`src/design/rfs_pkg.sv`:
```
// Shared constants, types and codes of the ring FIFO with statistics.
package rfs_pkg;

    // Built storage depth and the widths that follow from it
    localparam int DEPTH  = 1024;
    localparam int ADDR_W = (DEPTH > 1) ? $clog2(DEPTH) : 1;
    localparam int CNT_W  = $clog2(DEPTH + 1);

    // Fixed field widths of the ports
    localparam int DATA_W = 32;
    localparam int CAP_W  = 11;
    localparam int OCC_W  = 11;
    localparam int OP_W   = 2;

    // Capacity after reset, clamped to the built depth
    localparam int CAP_RESET = 1024;
    localparam logic [CNT_W-1:0] CAP_RESET_EFF =
        CNT_W'((CAP_RESET > DEPTH) ? DEPTH : CAP_RESET);

    // Operation codes
    localparam logic [OP_W-1:0] OP_PUSH = 2'd0;
    localparam logic [OP_W-1:0] OP_POP  = 2'd1;
    localparam logic [OP_W-1:0] OP_PEEK = 2'd2;

    // Controller states
    typedef enum logic [1:0] {
        S_IDLE,
        S_EXEC,
        S_LOAD
    } t_rfs_state;

    // Commands from the controller to the datapath
    typedef struct packed {
        logic load_item;
        logic execute;
        logic load_result;
    } t_rfs_cmd;

endpackage

```
`src/design/rfs_ctrl.sv`:
```
// Controller state machine: sequences accept, execute and result load.
module rfs_ctrl import rfs_pkg::*; (
    input  logic     i_clk,
    input  logic     i_rst_n,
    input  logic     i_in_valid,
    input  logic     i_out_stall,
    output logic     o_in_stall,
    output logic     o_out_valid,
    output t_rfs_cmd o_cmd
);

    t_rfs_state r_state;
    t_rfs_state n_state;
    logic       r_out_valid;
    logic       n_out_valid;
    logic       out_free;

    // Output register can take a new result when empty or being drained
    assign out_free = !r_out_valid || !i_out_stall;

    // Next state
    always_comb begin
        n_state = r_state;
        unique case (r_state)
            S_IDLE: begin
                if (i_in_valid) begin
                    n_state = S_EXEC;
                end
            end
            S_EXEC: begin
                n_state = S_LOAD;
            end
            S_LOAD: begin
                if (out_free) begin
                    n_state = S_IDLE;
                end
            end
            default: begin
                n_state = S_IDLE;
            end
        endcase
    end

    // Outputs and commands
    always_comb begin
        o_in_stall        = 1'b1;
        o_cmd.load_item   = 1'b0;
        o_cmd.execute     = 1'b0;
        o_cmd.load_result = 1'b0;
        unique case (r_state)
            S_IDLE: begin
                o_in_stall      = 1'b0;
                o_cmd.load_item = i_in_valid;
            end
            S_EXEC: begin
                o_cmd.execute = 1'b1;
            end
            S_LOAD: begin
                o_cmd.load_result = out_free;
            end
            default: begin
                o_in_stall = 1'b1;
            end
        endcase
    end

    // Set output valid on load, drop it once the beat is taken
    always_comb begin
        n_out_valid = r_out_valid;
        if (o_cmd.load_result) begin
            n_out_valid = 1'b1;
        end else if (!i_out_stall) begin
            n_out_valid = 1'b0;
        end
    end

    always_ff @(posedge i_clk) begin
        if (!i_rst_n) begin
            r_state     <= S_IDLE;
            r_out_valid <= 1'b0;
        end else begin
            r_state     <= n_state;
            r_out_valid <= n_out_valid;
        end
    end

    assign o_out_valid = r_out_valid;

endmodule

```
`config.mk`:
```
export PLATFORM = sky130hd
export DESIGN_NAME = rfs_ctrl
export DESIGN_NICKNAME = d
export VERILOG_FILES = /design/src/design/rfs_pkg.sv /design/src/design/rfs_ctrl.sv
export SDC_FILE = /design/constraint.sdc
export NUM_CORES = 1
export LEC_CHECK = 0
export ABC_AREA = 1
export BUFFER_PORTS_ARGS = -buffer_cell sky130_fd_sc_hd__buf_2
export CORE_AREA = 2 2 39 41
export CTS_CLUSTER_DIAMETER = 120
export DETAILED_ROUTE_END_ITERATION = 7
export DIE_AREA = 0 0 41 43
export GPL_ROUTABILITY_DRIVEN = 0
export GPL_TIMING_DRIVEN = 0
export PLACE_DENSITY = 0.38
export SKIP_CTS_REPAIR_TIMING = 1
export SYNTH_ARGS = -nofsm -noshare
export SYNTH_HDL_FRONTEND = slang
export SYNTH_SLANG_ARGS = --single-unit
```
`constraint.sdc`:
```
create_clock -name i_clk -period 1.1 [get_ports i_clk]
set_input_delay 0.11 -clock i_clk [delete_from_list [all_inputs] [get_ports i_clk]]
set_output_delay 0.11 -clock i_clk [all_outputs]
set_load 0.1 [all_outputs]
```
# Yosys cells after proc, flatten, opt, wreduce, memory -nomap -nowiden

Cells that the tools add are included.

Register bits: 3
Input port bits: 4
Output and inout bits: 5
Word-level logic and storage cells: 21

Equal/unequal tests: 5
Muxes and demuxes: 9
Reductions and logical operators: 5

Operator list:

| operator                                                              | number |
|---|---|
| 1-bit 2-to-1 mux                                                      | 6 |
| 2-bit case mux with 3 select lines                                    | 1 |
| 2-bit 2-to-1 mux                                                      | 2 |
| 2-bit != test, second input constant                                  | 2 |
| 2-bit by 1-bit equality test with 1-bit output, second input constant | 1 |
| 2-bit equality test, second input constant                            | 1 |
| 1-bit zero test                                                       | 2 |
| 2-bit zero test                                                       | 1 |
| 2-bit by 1-bit != test with 1-bit output, second input constant       | 1 |
| 2-bit AND reduction                                                   | 1 |
| 1-bit logical OR                                                      | 1 |

# Longest topological paths before layout

Word-level depth: 4
Depth in mapped cells: 5
Mapped depth without buffers: 4

# Worst setup path before layout

OpenSTA, ideal clock, no wires.

Path type: reg-to-output
Start: reg r_state[0]
End: out o_cmd[2] in the netlist's numbering
Arrival time: 1.971 ns
Required time: 0.990 ns
Path slack: -0.981 ns
Stages on the path, launching flop included: 3
Buffers on the path: 0
Path through: dfxtp_1 -> or2_4 -> nor2_1

RTL lines:

| what                     | RTL line       | source |
|---|---|---|
| start: declaration       | rfs_ctrl.sv:12 | `t_rfs_state r_state;` |
| start signal: assignment | rfs_ctrl.sv:82 | `r_state <= n_state;` |
| end: declaration         | rfs_ctrl.sv:9  | `output t_rfs_cmd o_cmd` |

==> run metrics <==
Pint=slightly above 0.0003 W; clk slew on worst S/H paths=approximately 40 ps; Pre-antenna DRT Iters=2; most area-consuming cells after synthesis=dfxtp_1 40%, inv_1 15%, buf_4 9.9%; min Tclk post-route=about 1200 ps; count leader, synth=inv_1; area of the multi-input gates=between 70 and 80 sq um; DIE HEIGHT=around 43 um; r2r endpoint=r_state[0]; Synth top area share=between 30 and 40%; Core Area=about 1400 sq um; slew margin rel.=approximately four fifths; Final ANT Viol Nets=0; CTS max path bufs=2; register area=66.3 sq um; first-pass GRT wire length=about 540 um; Max Clock Skew=around 3.7 ps; switch share=around 36%; die width=approximately 41 um; I/O pins=9; Vias/cell=roughly 3.1; Rows=14; WS Path Type=register to output port; final setup margin=-108 ps; vias in the first global route=143; antenna violations before repair=0; proportion of layout cells with a drive suffix above 1=between 60% and 70%; Yosys top cell by area=dfxtp_1; Mapped Area=about 150 sq um; Syn Area/Cell=just over 7 sq um; Max Clk Rate=approximately 830 MHz; CTS tree=done; DR vias=153; Starting Density=10.9%; Overall Global Routing Usage=under 10%; Final Cell Area=314 sq um; Routed Wire Length=316 um; Worst Hold Class=input port to register; CTS sink cnt=3; Netlist cell types=9; Switch Pwr=about 0.00017 W; final hold vios=0; routed len/inst=6.45 um; Hold WS=~160 ps; nets=38; DP Wirelength=244 um; Pleak=between 0.15 and 0.2 nW; flop2flop setup slack=~220 ps; # DRC=0; worst-margin pin slew=roughly 300 ps; total CTS buffers=3; Initial DRC Count=2; final-layout fill cell count=156; Area Overhead vs Synth=107%; FFs w/ async S/R, synth=0%; H-tree depth=1; Startpoint Class=register; critical path fanouts, max=3; DP Area=around 220 sq um; worst setup path end=o_cmd[2]; CP Launch Point=r_state[1]; Flop pwr share=around 25%; ANT cells=0; violated checks=negative setup slack; Comb pwr share=34.9%; synth warn=0; Req. time, crit path=a little under 1000 ps; Max Slew Vio Count=0; Clock Latency Late Sink=between 200 and 250 ps; FF+latch count, synth=3; Setup Viol. Count Final=3; Synth Flop Type=dfxtp_1; Worst setup EP type=output port; RSZ-0062 raised after global routing=yes; CP Data Arrival Time=between 1000 and 1500 ps; reg2reg start=r_state[1]; Post-Synthesis Cells=21; largest net degree at the start of global routing=4; Clk network pwr share=between 40% and 50%; post-synthesis net count=25; Peak VDD IR=0.614 mV; port bufs=8; root buf cell=clkbuf_4; status=complete, but fails checks; # Max-Cap Violations=0; Commonest cells post-synth=6 x inv_1, 3 x dfxtp_1, 3 x nand2_1; pwr/cell area=between 1500 and 2000 nW/um^2; Reg2Reg Depth=3; register area share after synthesis=between 30% and 40%; die footprint=1760 sq um; final period utilization=110%; grt total ovfl=0; Post-synth EDFFs=0
power by group through the flow:
stage	logic [W]	clock network (W)	registers, W
after global routing	0.000173	0.000209	0.000119
after CTS	0.000132	0.000201	0.000116
after detailed placement	0.000132	0	0.000118
final	0.000166	0.000192	0.000118
after global placement	0.000132	0	0.000118
after floorplan	0.000106	0	0.000126
flip-flops by register name, indices dropped and copies added, names as in the netlist:
name and flops:
r_state 2, o_out_valid 1
worst max-delay path: stages, from the launching register on:
cell and delay [ps]:
dfxtp_2 310, or2_4 270, nor2_4 100, buf_12 180
logic make-up (layout without fill, tap and decap cells):
kind of cell,count (synthesis),count (layout),share of synthesized area (%)
AO/OA/AOI/OAI,2,2,6.61
flip-flops,3,3,39.7
AND/OR/NAND/NOR,8,8,28.9
buffers and inverters,8,20,24.8
per-layer routing:
| layer | wire, um | global-route usage [%] | up-vias |
|---|---|---|---|
| li1 | - | - | 82 |
| met4 | 0 | 6.00 | 0 |
| met2 | 152 | 5.63 | 6 |
| met5 | 0 | 0 | - |
| met3 | 25 | 3.14 | 0 |
| met1 | 138 | 5.47 | 65 |
metrics by stage:
step | utilization (%) | setup WS (ps) | std cells | TNS [ps] | total power, W
2_1_floorplan | - | -199 | 21 | -199 | 0.000232
3_3_place_gp | 16.1 | -118 | 45 | -181 | 0.000249
3_5_place_dp | 16.1 | -137 | 45 | -202 | 0.000250
4_1_cts | 18.0 | -394 | 49 | -1150 | 0.000450
5_1_grt | 22.7 | -139 | 49 | -410 | 0.000501
6_report | 22.7 | -108 | 49 | -236 | 0.000477
cells in the final DEF, fill, tap and decap left out:
cell and n:
dfxtp_4 1, clkbuf_1 1, clkbuf_4 4, inv_2 2, dfxtp_2 2, buf_4 3
a21oi_1 2, buf_2 3, or2_4 1, nor3_2 1, nand2_1 3, inv_1 4
buf_12 3, nor2_4 3
how the worst min path moves through the flow:
stage                        to  cells after the start         from  slack, ps
global placement    o_out_valid                      3  i_out_stall        390
finish              o_out_valid                      3  i_out_stall        160
global route        o_out_valid                      3  i_out_stall        180
detailed placement  o_out_valid                      3  i_out_stall        400
floorplan           o_out_valid                      2      i_rst_n        270
CTS                 o_out_valid                      3  i_out_stall        150
layout make-up:
cell class / instances / area share, %
Multi-Input combinational cell: 10 / 23.5
Inverter: 6 / 7.17
Buffer: 1 / 2.39
Clock buffer: 4 / 8.37
Timing Repair Buffer: 9 / 31.1
Tap cell: 16 / 6.37
Sequential cell: 3 / 21.1
No activity file was read; power rests on OpenSTA's default activity.
